--- config.mk ---
export PLATFORM = sky130hd
export DESIGN_NAME = dual_channel_battery_average_flat
export DESIGN_NICKNAME = d
export VERILOG_FILES = /design/src/sv/dcba_pkg.sv /design/src/sv/dcba_if.sv /design/src/sv/dcba_chan_avg.sv /design/src/sv/dcba_scale.sv /design/src/sv/dual_channel_battery_average.sv /design/src/flat_wrapper.sv
export VERILOG_INCLUDE_DIRS = /design/src /design/src/sv
export SDC_FILE = /design/constraint.sdc
export NUM_CORES = 1
export LEC_CHECK = 0
export ABC_AREA = 1
export BUFFER_PORTS_ARGS = -buffer_cell sky130_fd_sc_hd__buf_4
export CAP_MARGIN = 10
export CORE_MARGIN = 1.5
export CORE_UTILIZATION = 45
export CTS_BUF_LIST = sky130_fd_sc_hd__clkbuf_16
export DETAILED_ROUTE_END_ITERATION = 7
export PLACE_DENSITY = 0.72
export SYNTH_ARGS = -nofsm -noshare
export SYNTH_HDL_FRONTEND = slang
export SYNTH_SLANG_ARGS = --single-unit
--- constraint.sdc ---
create_clock -name clk -period 5.4 [get_ports clk]
set_input_delay 0.54 -clock clk [delete_from_list [all_inputs] [get_ports clk]]
set_output_delay 0.54 -clock clk [all_outputs]
set_load 0.02 [all_outputs]
--- src/sv/assert_macros.svh ---
// Assertion macros shared by the battery-average RTL.
// Files that check their own logic include this header by bare name.
`ifndef ASSERT_MACROS_SVH
`define ASSERT_MACROS_SVH

// Checked on every rising edge of clk, switched off while rst_n is low.
`define ASSERT_CLKD(lbl, prop, msg) \
  lbl: assert property (@(posedge clk) disable iff (!rst_n) prop) \
    else $error(msg);

// Checked on every rising edge of clk, reset included.
`define ASSERT_CLK(lbl, prop, msg) \
  lbl: assert property (@(posedge clk) prop) else $error(msg);

`endif

--- src/sv/dcba_pkg.sv ---
// Package for the dual-channel battery average: widths, reset values,
// register and channel codes, and the structs passed between stages.
// No dependencies.
`timescale 1ns / 1ps
`default_nettype none

package dcba_pkg;

  // Sample and averaging window
  localparam int SAMPLE_W = 10;
  localparam int WIN_LOG  = 3;
  localparam int WINDOW   = 1 << WIN_LOG;
  localparam int IDX_W    = WIN_LOG;
  localparam int SUM_W    = SAMPLE_W + WIN_LOG;
  localparam int SUM_MAX  = WINDOW * ((1 << SAMPLE_W) - 1);

  // Gains and scaled results
  localparam int GAIN_W      = 12;
  localparam int PROD_W      = GAIN_W + SAMPLE_W;
  localparam int TOTAL_SHIFT = 10;
  localparam int LOWER_SHIFT = 11;
  localparam int UPPER_W     = 12;
  localparam int LOWER_W     = 11;

  localparam logic [GAIN_W-1:0] TOTAL_GAIN_RST = 12'd1650;
  localparam logic [GAIN_W-1:0] LOWER_GAIN_RST = 12'd1500;

  // Configuration register indexes
  localparam int CFG_IDX_W = 1;
  localparam logic [CFG_IDX_W-1:0] CFG_TOTAL_GAIN = 1'b0;
  localparam logic [CFG_IDX_W-1:0] CFG_LOWER_GAIN = 1'b1;

  // Channel codes
  localparam logic CH_TOTAL = 1'b0;
  localparam logic CH_LOWER = 1'b1;

  typedef logic [SAMPLE_W-1:0] sample_t;
  typedef logic [SUM_W-1:0]    sum_t;
  typedef logic [GAIN_W-1:0]   gain_t;
  typedef logic [UPPER_W-1:0]  upper_t;
  typedef logic [LOWER_W-1:0]  lower_t;

  // Averages after one sample update
  typedef struct packed {
    logic    channel;
    sample_t total_avg;
    sample_t lower_avg;
  } avg_pair_t;

  // Scaled voltages before the final subtract
  typedef struct packed {
    logic   channel;
    upper_t pack;
    lower_t lower;
  } scaled_t;

endpackage

`default_nettype wire

--- src/sv/dcba_if.sv ---
// Valid/ready channel interfaces for the battery average block.
// Depends on dcba_pkg for the payload types.
`timescale 1ns / 1ps
`default_nettype none

// Sample channel
interface dcba_in_if;
  logic              valid;
  logic              ready;
  dcba_pkg::sample_t adc_sample;

  modport source (output valid, output adc_sample, input ready);
  modport sink   (input valid, input adc_sample, output ready);
endinterface

// Result channel
interface dcba_out_if;
  logic             valid;
  logic             ready;
  logic             sample_channel;
  dcba_pkg::upper_t upper_decivolts;
  dcba_pkg::lower_t lower_decivolts;

  modport source (output valid, output sample_channel, output upper_decivolts,
                  output lower_decivolts, input ready);
  modport sink   (input valid, input sample_channel, input upper_decivolts,
                  input lower_decivolts, output ready);
endinterface

`default_nettype wire

--- src/sv/dcba_chan_avg.sv ---
// One channel of the moving average: sample ring, oldest-slot pointer
// and running sum. Depends on dcba_pkg and assert_macros.svh.
`timescale 1ns / 1ps
`default_nettype none
`include "assert_macros.svh"

module dcba_chan_avg (
  input  logic              clk,
  input  logic              rst_n,
  input  logic              push,
  input  dcba_pkg::sample_t sample,
  output dcba_pkg::sum_t    sum_nxt
);
  import dcba_pkg::*;

  sample_t          ring_r [WINDOW];
  logic [IDX_W-1:0] idx_r;
  logic [IDX_W-1:0] idx_nxt;
  sum_t             sum_r;

  // Replace the oldest entry in the sum; pass the sum through otherwise
  always_comb begin
    sum_nxt = sum_r;
    if (push) begin
      sum_nxt = sum_r - SUM_W'(ring_r[idx_r]) + SUM_W'(sample);
    end
  end

  // Pointer wraps after the last slot
  always_comb begin
    if (idx_r == IDX_W'(WINDOW - 1)) begin
      idx_nxt = '0;
    end else begin
      idx_nxt = idx_r + 1'b1;
    end
  end

  // Ring, pointer and sum; reset empties the ring
  always_ff @(posedge clk) begin
    if (!rst_n) begin
      for (int k = 0; k < WINDOW; k++) begin
        ring_r[k] <= '0;
      end
      idx_r <= '0;
      sum_r <= '0;
    end else if (push) begin
      ring_r[idx_r] <= sample;
      idx_r         <= idx_nxt;
      sum_r         <= sum_nxt;
    end
  end

  // The running sum never exceeds a ring full of maximum samples
  `ASSERT_CLKD(a_sum_bound, sum_r <= SUM_W'(SUM_MAX), "channel sum out of range")

endmodule

`default_nettype wire

--- src/sv/dcba_scale.sv ---
// Result pipeline: average register, gain multiply, subtract and output
// register, with per-stage valid bits. Depends on dcba_pkg and dcba_if.
`timescale 1ns / 1ps
`default_nettype none

module dcba_scale (
  input  logic                 clk,
  input  logic                 rst_n,
  input  logic                 in_valid,
  output logic                 in_ready,
  input  dcba_pkg::avg_pair_t  in_pair,
  input  dcba_pkg::gain_t      total_gain,
  input  dcba_pkg::gain_t      lower_gain,
  dcba_out_if.source           out_ch
);
  import dcba_pkg::*;

  logic        s1_valid_r;
  avg_pair_t   s1_r;
  logic        s2_valid_r;
  scaled_t     s2_r;
  scaled_t     s2_nxt;
  logic        out_valid_r;
  logic        out_ch_r;
  upper_t      upper_r;
  upper_t      upper_nxt;
  lower_t      lower_r;
  logic [PROD_W-1:0] total_prod;
  logic [PROD_W-1:0] lower_prod;
  logic        out_adv;
  logic        s2_adv;
  logic        s1_adv;

  // A stage moves when it is empty or the next one moves
  assign out_adv  = !out_valid_r || out_ch.ready;
  assign s2_adv   = !s2_valid_r || out_adv;
  assign s1_adv   = !s1_valid_r || s2_adv;
  assign in_ready = s1_adv;

  // Stage 1: averages of this transaction
  always_ff @(posedge clk) begin
    if (!rst_n) begin
      s1_valid_r <= 1'b0;
    end else if (s1_adv) begin
      s1_valid_r <= in_valid;
    end
  end

  always_ff @(posedge clk) begin
    if (s1_adv && in_valid) begin
      s1_r <= in_pair;
    end
  end

  // Stage 2: gain multiply and fixed-point shift
  always_comb begin
    total_prod     = PROD_W'(total_gain) * PROD_W'(s1_r.total_avg);
    lower_prod     = PROD_W'(lower_gain) * PROD_W'(s1_r.lower_avg);
    s2_nxt.channel = s1_r.channel;
    s2_nxt.pack    = total_prod[TOTAL_SHIFT +: UPPER_W];
    s2_nxt.lower   = lower_prod[LOWER_SHIFT +: LOWER_W];
  end

  always_ff @(posedge clk) begin
    if (!rst_n) begin
      s2_valid_r <= 1'b0;
    end else if (s2_adv) begin
      s2_valid_r <= s1_valid_r;
    end
  end

  always_ff @(posedge clk) begin
    if (s2_adv && s1_valid_r) begin
      s2_r <= s2_nxt;
    end
  end

  // Stage 3: upper = pack - lower, floored at zero
  always_comb begin
    if (s2_r.pack > UPPER_W'(s2_r.lower)) begin
      upper_nxt = s2_r.pack - UPPER_W'(s2_r.lower);
    end else begin
      upper_nxt = '0;
    end
  end

  always_ff @(posedge clk) begin
    if (!rst_n) begin
      out_valid_r <= 1'b0;
    end else if (out_adv) begin
      out_valid_r <= s2_valid_r;
    end
  end

  always_ff @(posedge clk) begin
    if (out_adv && s2_valid_r) begin
      out_ch_r <= s2_r.channel;
      upper_r  <= upper_nxt;
      lower_r  <= s2_r.lower;
    end
  end

  assign out_ch.valid           = out_valid_r;
  assign out_ch.sample_channel  = out_ch_r;
  assign out_ch.upper_decivolts = upper_r;
  assign out_ch.lower_decivolts = lower_r;

endmodule

`default_nettype wire

--- src/sv/dual_channel_battery_average.sv ---
// A result passes the stage 1, stage 2 and output registers after its sample transaction is accepted.
// Throughput: one sample per cycle; the three-stage result pipeline keeps
// taking samples until all stages hold results the sink has not taken.
// Reset (rst_n low at a clock edge): rings, sums, pointers and valid bits
// clear, gains return to 1650 and 1500, the first sample goes to pack total.
// Depends on dcba_pkg, dcba_if, dcba_chan_avg, dcba_scale, assert_macros.svh.
`timescale 1ns / 1ps
`default_nettype none
`include "assert_macros.svh"

module dual_channel_battery_average (
  input  logic                             clk,
  input  logic                             rst_n,
  dcba_in_if.sink                          in_ch,
  dcba_out_if.source                       out_ch,
  input  logic                             cfg_we,
  input  logic [dcba_pkg::CFG_IDX_W-1:0]   cfg_index,
  input  logic [dcba_pkg::GAIN_W-1:0]      cfg_wdata
);
  import dcba_pkg::*;

  gain_t     total_gain_r;
  gain_t     lower_gain_r;
  logic      next_channel_r;
  logic      accept;
  logic      push_total;
  logic      push_lower;
  logic      scale_ready;
  sum_t      total_sum_nxt;
  sum_t      lower_sum_nxt;
  avg_pair_t pair;

  // Gain registers
  always_ff @(posedge clk) begin
    if (!rst_n) begin
      total_gain_r <= TOTAL_GAIN_RST;
      lower_gain_r <= LOWER_GAIN_RST;
    end else if (cfg_we) begin
      unique case (cfg_index)
        CFG_TOTAL_GAIN: total_gain_r <= cfg_wdata;
        CFG_LOWER_GAIN: lower_gain_r <= cfg_wdata;
        default: ;
      endcase
    end
  end

  // Channel steering: samples alternate, pack total first
  assign accept      = in_ch.valid && in_ch.ready;
  assign push_total  = accept && (next_channel_r == CH_TOTAL);
  assign push_lower  = accept && (next_channel_r == CH_LOWER);
  assign in_ch.ready = scale_ready;

  always_ff @(posedge clk) begin
    if (!rst_n) begin
      next_channel_r <= CH_TOTAL;
    end else if (accept) begin
      next_channel_r <= ~next_channel_r;
    end
  end

  dcba_chan_avg u_total (
    .clk     (clk),
    .rst_n   (rst_n),
    .push    (push_total),
    .sample  (in_ch.adc_sample),
    .sum_nxt (total_sum_nxt)
  );

  dcba_chan_avg u_lower (
    .clk     (clk),
    .rst_n   (rst_n),
    .push    (push_lower),
    .sample  (in_ch.adc_sample),
    .sum_nxt (lower_sum_nxt)
  );

  // Averages after this sample's update: sum over the window
  always_comb begin
    pair.channel   = next_channel_r;
    pair.total_avg = total_sum_nxt[SUM_W-1:WIN_LOG];
    pair.lower_avg = lower_sum_nxt[SUM_W-1:WIN_LOG];
  end

  dcba_scale u_scale (
    .clk        (clk),
    .rst_n      (rst_n),
    .in_valid   (in_ch.valid),
    .in_ready   (scale_ready),
    .in_pair    (pair),
    .total_gain (total_gain_r),
    .lower_gain (lower_gain_r),
    .out_ch     (out_ch)
  );

  // Each accepted transaction flips the channel for the next one
  `ASSERT_CLKD(a_chan_toggle, accept |=> next_channel_r != $past(next_channel_r), "channel stuck")
  // An empty output register means the pipeline can take a sample
  `ASSERT_CLKD(a_ready_when_drained, !out_ch.valid |-> in_ch.ready, "stalled with empty output")
  // No result is offered right after reset
  `ASSERT_CLK(a_reset_idle, !rst_n |=> !out_ch.valid, "result valid after reset")

endmodule

`default_nettype wire
--- src/flat_wrapper.sv ---
// flat-port wrapper written by rule: the top's interface ports become plain ports
module dual_channel_battery_average_flat import dcba_pkg::*;
  (clk, rst_n, cfg_we, cfg_index, cfg_wdata, in_ch_valid, in_ch_adc_sample, in_ch_ready, out_ch_valid, out_ch_sample_channel, out_ch_upper_decivolts, out_ch_lower_decivolts, out_ch_ready);
  dcba_in_if in_ch_i ();
  dcba_out_if out_ch_i ();
  input  logic clk;
  input  logic rst_n;
  input  logic cfg_we;
  input  logic [dcba_pkg::CFG_IDX_W-1:0] cfg_index;
  input  logic [dcba_pkg::GAIN_W-1:0] cfg_wdata;
  input wire logic [$bits(in_ch_i.valid)-1:0] in_ch_valid;
  input wire logic [$bits(in_ch_i.adc_sample)-1:0] in_ch_adc_sample;
  output wire logic [$bits(in_ch_i.ready)-1:0] in_ch_ready;
  output wire logic [$bits(out_ch_i.valid)-1:0] out_ch_valid;
  output wire logic [$bits(out_ch_i.sample_channel)-1:0] out_ch_sample_channel;
  output wire logic [$bits(out_ch_i.upper_decivolts)-1:0] out_ch_upper_decivolts;
  output wire logic [$bits(out_ch_i.lower_decivolts)-1:0] out_ch_lower_decivolts;
  input wire logic [$bits(out_ch_i.ready)-1:0] out_ch_ready;
  assign in_ch_i.valid = in_ch_valid;
  assign in_ch_i.adc_sample = in_ch_adc_sample;
  assign in_ch_ready = in_ch_i.ready;
  assign out_ch_valid = out_ch_i.valid;
  assign out_ch_sample_channel = out_ch_i.sample_channel;
  assign out_ch_upper_decivolts = out_ch_i.upper_decivolts;
  assign out_ch_lower_decivolts = out_ch_i.lower_decivolts;
  assign out_ch_i.ready = out_ch_ready;
  dual_channel_battery_average u_core (.clk(clk), .rst_n(rst_n), .in_ch(in_ch_i), .out_ch(out_ch_i), .cfg_we(cfg_we), .cfg_index(cfg_index), .cfg_wdata(cfg_wdata));
endmodule
# Word level (Yosys, flattened, before mapping)
# Memories as Yosys holds them, arrays and structs flattened. A register that Yosys moved wholly into a read port is not among the register bits.
# Index checks and enable logic that the tools add are counted.
# W data, S select, Z words.
op_classes:
  add_sub_neg: 7
  bitwise_logic: 2
  multipliers: 2
  mux: 21
  magnitude_cmp: 1
  reduce_logical: 15
  n_eq_ne: 2
op_table:
  columns: ["op", "n"]
  rows:
  - ["$mul A12 B10 Y22", 2]
  - ["$add A13 B10 Y13", 2]
  - ["$mux W13", 2]
  - ["$sub A13 B10 Y13", 2]
  - ["$mux W3", 8]
  - ["$mux W10", 2]
  - ["$reduce_or A10 Y1", 2]
  - ["$gt A12 B11 Y1", 1]
  - ["$sub A12 B11 Y12", 1]
  - ["$mux W1", 9]
  - ["$add A3 B1 Y3 const B", 2]
  - ["$eq A3 B3 Y1 const B", 2]
  - ["$logic_and A1 B1 Y1", 5]
  - ["$reduce_and A2 Y1", 2]
  - ["$logic_not A1 Y1", 3]
  - ["$logic_or A1 B1 Y1", 3]
  - ["$not A1 Y1", 2]
word_totals:
  ram_bits: 160
  regBits: 129
  output_inout_bits: 26
  n_memories: 2
  word_cells: 71
memory_table:
  columns: ["memory", "depth", "width", "read_ports", "rd_ports_with_merged_regs", "wr", "line", "source"]
  rows:
  - ["u_core.u_lower.ring_r", 8, 10, 1, 1, 8, "dcba_chan_avg.sv:16", "sample_t ring_r [WINDOW];"]
  - ["u_core.u_total.ring_r", 8, 10, 1, 1, 8, "dcba_chan_avg.sv:16", null]

# Depth between registers and ports, before layout
logic_depth:
  word_depth: 11
  depth_mapped: 23
  mapped_depth_nobuf: 22

# By module
# Synthesis repeated with hierarchy kept, for this count alone.
hier_totals:
  cells_unflattened: 2756
  area_unflattened_um2: 22653.0
by_module_without_submodules:
  columns: ["module", "cells_each", "area_per_inst_um2", "n_inst", "seq_area_each_um2"]
  rows:
  - ["dcba_scale", 1387, 11136.9, 1, 2132.0]
  - ["dcba_chan_avg at u_core.u_total", 621, 5290.1, 1, 2782.7]
  - ["dcba_chan_avg at u_core.u_lower", 620, 5285.1, 1, 2782.7]
  - ["dual_channel_battery_average", 128, 940.9, 1, 500.5]

# Least setup slack after synthesis
# Ideal clock, no wire load.
synth_timing:
  kind: "reg-to-reg"
  startpoint: "register u_core.u_scale.s1_r[11] in the netlist's numbering"
  endpoint: "register u_core.u_scale.s2_r[20] in the netlist's numbering, data pin"
  path_stages_with_launch: 21
  period_less_slack_ns: 4.605
  t_arrival_ns: 4.345
  path_buffers: 1
  setup_ns: 0.260
  setup_slack_ns: 0.795
  cell_sequence: "edfxtp_1 > clkbuf_1 > nand2_1 > fa_1 > inv_1 > fa_1 > inv_1 > fa_1 > inv_1 > fa_1 > inv_1 > fa_1 > inv_1 > ha_1 > nand2_1 > nand2_1 > a21boi_0 > nand3_1 > nand2_1 > nand2_1 > xor2_1"
synth_between:
  elab_chain_cells: 1
synth_rtl:
  columns: ["item", "line", "source"]
  rows:
  - ["start, declared", "dcba_scale.sv:19", "avg_pair_t s1_r;"]
  - ["start signal, assigned", "dcba_scale.sv:51", "s1_r <= in_pair;"]
  - ["$mul A12 B10 Y22", "dcba_scale.sv:57", "total_prod = PROD_W'(total_gain) * PROD_W'(s1_r.total_avg);"]
  - ["via u_core.u_scale.total_prod[19]", "dcba_scale.sv:28", "logic [PROD_W-1:0] total_prod;"]
  - ["end signal, assigned", "dcba_scale.sv:74", "s2_r <= s2_nxt;"]
  - ["end, declared", "dcba_scale.sv:21", "scaled_t s2_r;"]
# The timed path passes the listed nets, and every way through them passes these cells.
# A chain may end at the register's enable or synchronous reset.

# Worst setup path in the final report
layout_timing:
  startpoint: "register u_core.u_scale.s1_r[4] in the netlist's numbering"
  endpoint: "register u_core.u_scale.s2_r[5] in the netlist's numbering, data pin"
layout_between:
  elab_chain_cells: 1
layout_rtl:
  columns: ["item", "line", "source"]
  rows:
  - ["$mul A12 B10 Y22", "dcba_scale.sv:58", "lower_prod = PROD_W'(lower_gain) * PROD_W'(s1_r.lower_avg);"]
  - ["via u_core.u_scale.lower_prod[16]", "dcba_scale.sv:29", "logic [PROD_W-1:0] lower_prod;"]
# The timed path passes the listed nets, and every way through them passes these cells.

==> summary.md <==
| Metric | Value |
|---|---|
| Post-Synthesis Cells | `approximately 2,700` |
| GR Overflow Total | `0` |
| Initial Utilization | `0.4571` |
| Cts hold-fix bufs | `0` |
| HP Start | `cfg_wdata[6]` |
| Synth cell types | `40` |
| Count of standard-cell rows | `81` |
| Via density | `5.146` |
| Max-cap violations | `0` |
| Ys async rst share | `0` |
| TritonCTS Buffers | `34` |
| Drt pass-1 iters | `6` |
| Final Power | `15,640 uW` |
| Num Clock Sinks | `between 200 and 300` |
| Synth warnings | `0` |
| Syn_area_per_cell | `8.375 sq um` |
| CP Max Fanout | `12` |
| Placed Cells | `3,300` |
| Final WL | `53.93 mm` |
| Share of the synthesized area in the top cell type | `0.3067` |
| Leak | `0.01242 uW` |
| CP startpoint | `u_core.u_scale.s1_r[4]$_DFFE_PP_` |
| Crit-path slowest cell | `edfxtp_1` |
| Clk_skew | `roughly 0.040 ns` |
| Top_reg_cell synth | `edfxtp_1` |
| Status | `completed` |
| CP startpoint kind | `flip-flop` |
| Final Setup Violations | `0` |
| Fmax achieved | `approximately 0.2 GHz` |
| DRC Markers | `0` |
| Die W | `~230 um` |
| Top cells by count, synth | `nand2_1, inv_1, nor2_1` |
| H-tree depth | `2` |
| Post-Layout Cell Count | `~3,400` |
| Top-count cell post-synth | `nand2_1` |
| Post-layout min period | `5.001 ns` |
| Detail Route Antenna Nets | `0` |
| GRT Util Overall | `0.2165` |
| Top cells by area, synth | `edfxtp_1, fa_1, nand2_1` |
| Worst skew pair latency | `0.56 ns` |
| Area of the mapped netlist | `22,420 sq um` |
| Synth Register Bits | `295` |
| WP data arrival | `approximately 5.3 ns` |
| Placer Congestion | `0.9159` |
| Largest net degree at the start of global routing | `52` |
| Max transition margin | `0.3872` |
| Die area | `between 50,000 and 60,000 sq um` |
| Wire per inst | `between 15 and 20 um` |
| Vias in the first global route | `17,340` |
| Port Buffers | `53` |
| Setup TNS | `0 ns` |
| Die Y | `between 200 and 250 um` |
| Final worst path period share | `0.9261` |
| I/O pin cnt | `54` |
| Crit path kind | `flip-flop to flip-flop` |
| Via Count | `between 15,000 and 20,000` |
| Core ar. | `49,050 sq um` |
| Seq/Total Area, Yosys | `0.3656` |
| First-pass GRT wire length | `87.35 mm` |
| EDFF count, synth | `about 230` |
| Reg2Reg Launch Point | `u_core.u_scale.s1_r[4]$_DFFE_PP_` |
| Setup bufs post-CTS | `0` |
| Layout cells sized above 1 | `0.06044` |
| Root Buffer | `clkbuf_16` |
| Area grow syn2layout | `8.243%` |
| Max clock buf depth | `3` |
| Syn Nets | `a little over 3,000` |
| CP max stage delay | `0.71 ns` |
| Final hold violations | `0` |
| Max-slew violations | `0` |
| RSZ-0062 raised after global routing | `no` |
| Least-Margin Pin Slew | `a little over 0.9 ns` |
| CP Data Required Time | `5.67 ns` |
| CTS tree | `built` |
| Worst-case vdd ir drop | `between 0.4 and 0.5 mV` |
| Post-cts gate resize count | `0` |
| Area leader, netlist | `edfxtp_1` |
| Worst hold-check path type | `input pin to flip-flop` |
| Cell mode on critical path | `fa_1` |
| Initial antenna violation count | `4` |
| Nets | `a little over 3,000` |
| CP Capture Type | `flip-flop` |
| Worst-path clk slew | `0.06 ns` |
| PwrDens | `644.3 nW/um^2` |
| Iter 0 DRT Violations | `1,627` |
| CP cell instances | `nand2_1, fa_1, fa_1, inv_1, fa_1, fa_1, inv_1, fa_1, inv_1, ha_1, a21oi_1, o21ai_0, a21boi_0, o21ai_0, xor2_1` |
| Post-DP HPWL | `41.16 mm` |
registers in the layout (all words and copies together), names as in the netlist, named ones only:
name	cells
u_core.lower_gain_r	12
u_core.next_channel_r	1
u_core.total_gain_r	12
u_core.u_lower.idx_r	3
u_core.u_lower.ring_r	80
u_core.u_lower.sum_r	13
u_core.u_scale.out_ch.lower_decivolts	11
u_core.u_scale.out_ch.sample_channel	1
u_core.u_scale.out_ch.upper_decivolts	12
u_core.u_scale.out_ch.valid	1
u_core.u_scale.s1_r	21
u_core.u_scale.s1_valid_r	1
u_core.u_scale.s2_r	24
u_core.u_scale.s2_valid_r	1
u_core.u_total.idx_r	3
u_core.u_total.ring_r	80
u_core.u_total.sum_r	13
per-layer routing:
| metal | track usage | share of wire | up-vias |
|---|---|---|---|
| met5 | 0 | 0.00063 | - |
| met4 | 0.07333 | 0.034 | 6 |
| met3 | 0.03773 | 0.077 | 125 |
| met2 | 0.3661 | 0.47 | 662 |
| met1 | 0.2800 | 0.42 | 8193 |
| li1 | - | - | 8314 |
per-stage QoR:
stage	hold WS, ns	cell area (sq um)	util	setup slack, ns
final	0.2278	24270	0.4947	0.3989
after global routing	0.2115	24270	0.4947	0.08913
after CTS	0.2100	24250	0.4944	0.4241
after detailed placement	0.4190	23240	0.4737	0.4163
after global placement	0.4047	23240	0.4737	0.4941
after floorplan	0.4003	22420	-	0.7950
worst paths after layout:
check,slack [ns],end,depth (start not counted)
worst max-delay path,0.40,u_core.u_scale.s2_r[5]$_DFFE_PP_,15
worst min-delay path,0.23,u_core.lower_gain_r[6]$_SDFFE_PN1P_,3
worst max register to register,0.40,u_core.u_scale.s2_r[5]$_DFFE_PP_,15
worst min register to register,0.44,u_core.u_scale.out_ch.sample_channel$_DFFE_PP_,0
logic make-up after synthesis:
kind of cell / after synthesis / share of synthesized area
AO/OA/AOI/OAI: 283 / 0.06920
AND/OR/NAND/NOR: 1101 / 0.1991
flip-flops: 295 / 0.3656
buffers and inverters: 641 / 0.1135
adder cells (fa/ha/maj): 326 / 0.2405
XOR/XNOR: 31 / 0.01211
placed cells by master, fill, tap and decap left out, types with 3 or more instances in the layout:
master     instances
fa_1             175
xnor2_1           12
dfxtp_1           66
clkbuf_16         34
a21oi_1           74
nor3_1            13
nand3b_1           5
a211oi_1           3
buf_4             73
clkinv_2          10
nor2_4             3
inv_1            521
o21a_1             4
xor2_1            19
nand2_1          549
a31oi_1           23
o21bai_1           7
edfxtp_1         229
nor2_1           401
nand2_4            3
o22ai_1           27
nor2_2            10
clkinv_1          13
nand2_2           14
nand4_1           20
a21boi_0           4
o21ai_0          126
o21ai_1            5
a21o_1             7
ha_1             151
nand3_1           76
power breakdown:
| group | internal, uW | total, uW | leakage [uW] | switching, uW |
|---|---|---|---|---|
| logic | 3740 | 10200 | 0.00904 | 6430 |
| registers | 3080 | 3320 | 0.00286 | 244 |
| clock network | 1170 | 2140 | 0.000525 | 975 |
critical path: cells and delay by family (launching register included):
family	cells	cell delay [ns]
buffers and inverters	3	0.14
DFF	1	0.71
adders and majority gates	6	2.84
AOI/OAI and AO/OA	4	0.71
xor gates and xnor gates	1	0.18
and+or+nand+nor	1	0.16
layout make-up:
type                            instances  area (sq um)
Multi-Input combinational cell       1741         11680
Inverter                              527          1978
Clock buffer                           34         850.8
Antenna cell                            1         2.502
Timing Repair Buffer                   74         563.0
Sequential cell                       295          8198
Fill cell                            4624         24780
Tap cell                              664         830.8
Clock inverter                         26         162.7
No activity file was read; power rests on OpenSTA's default activity.
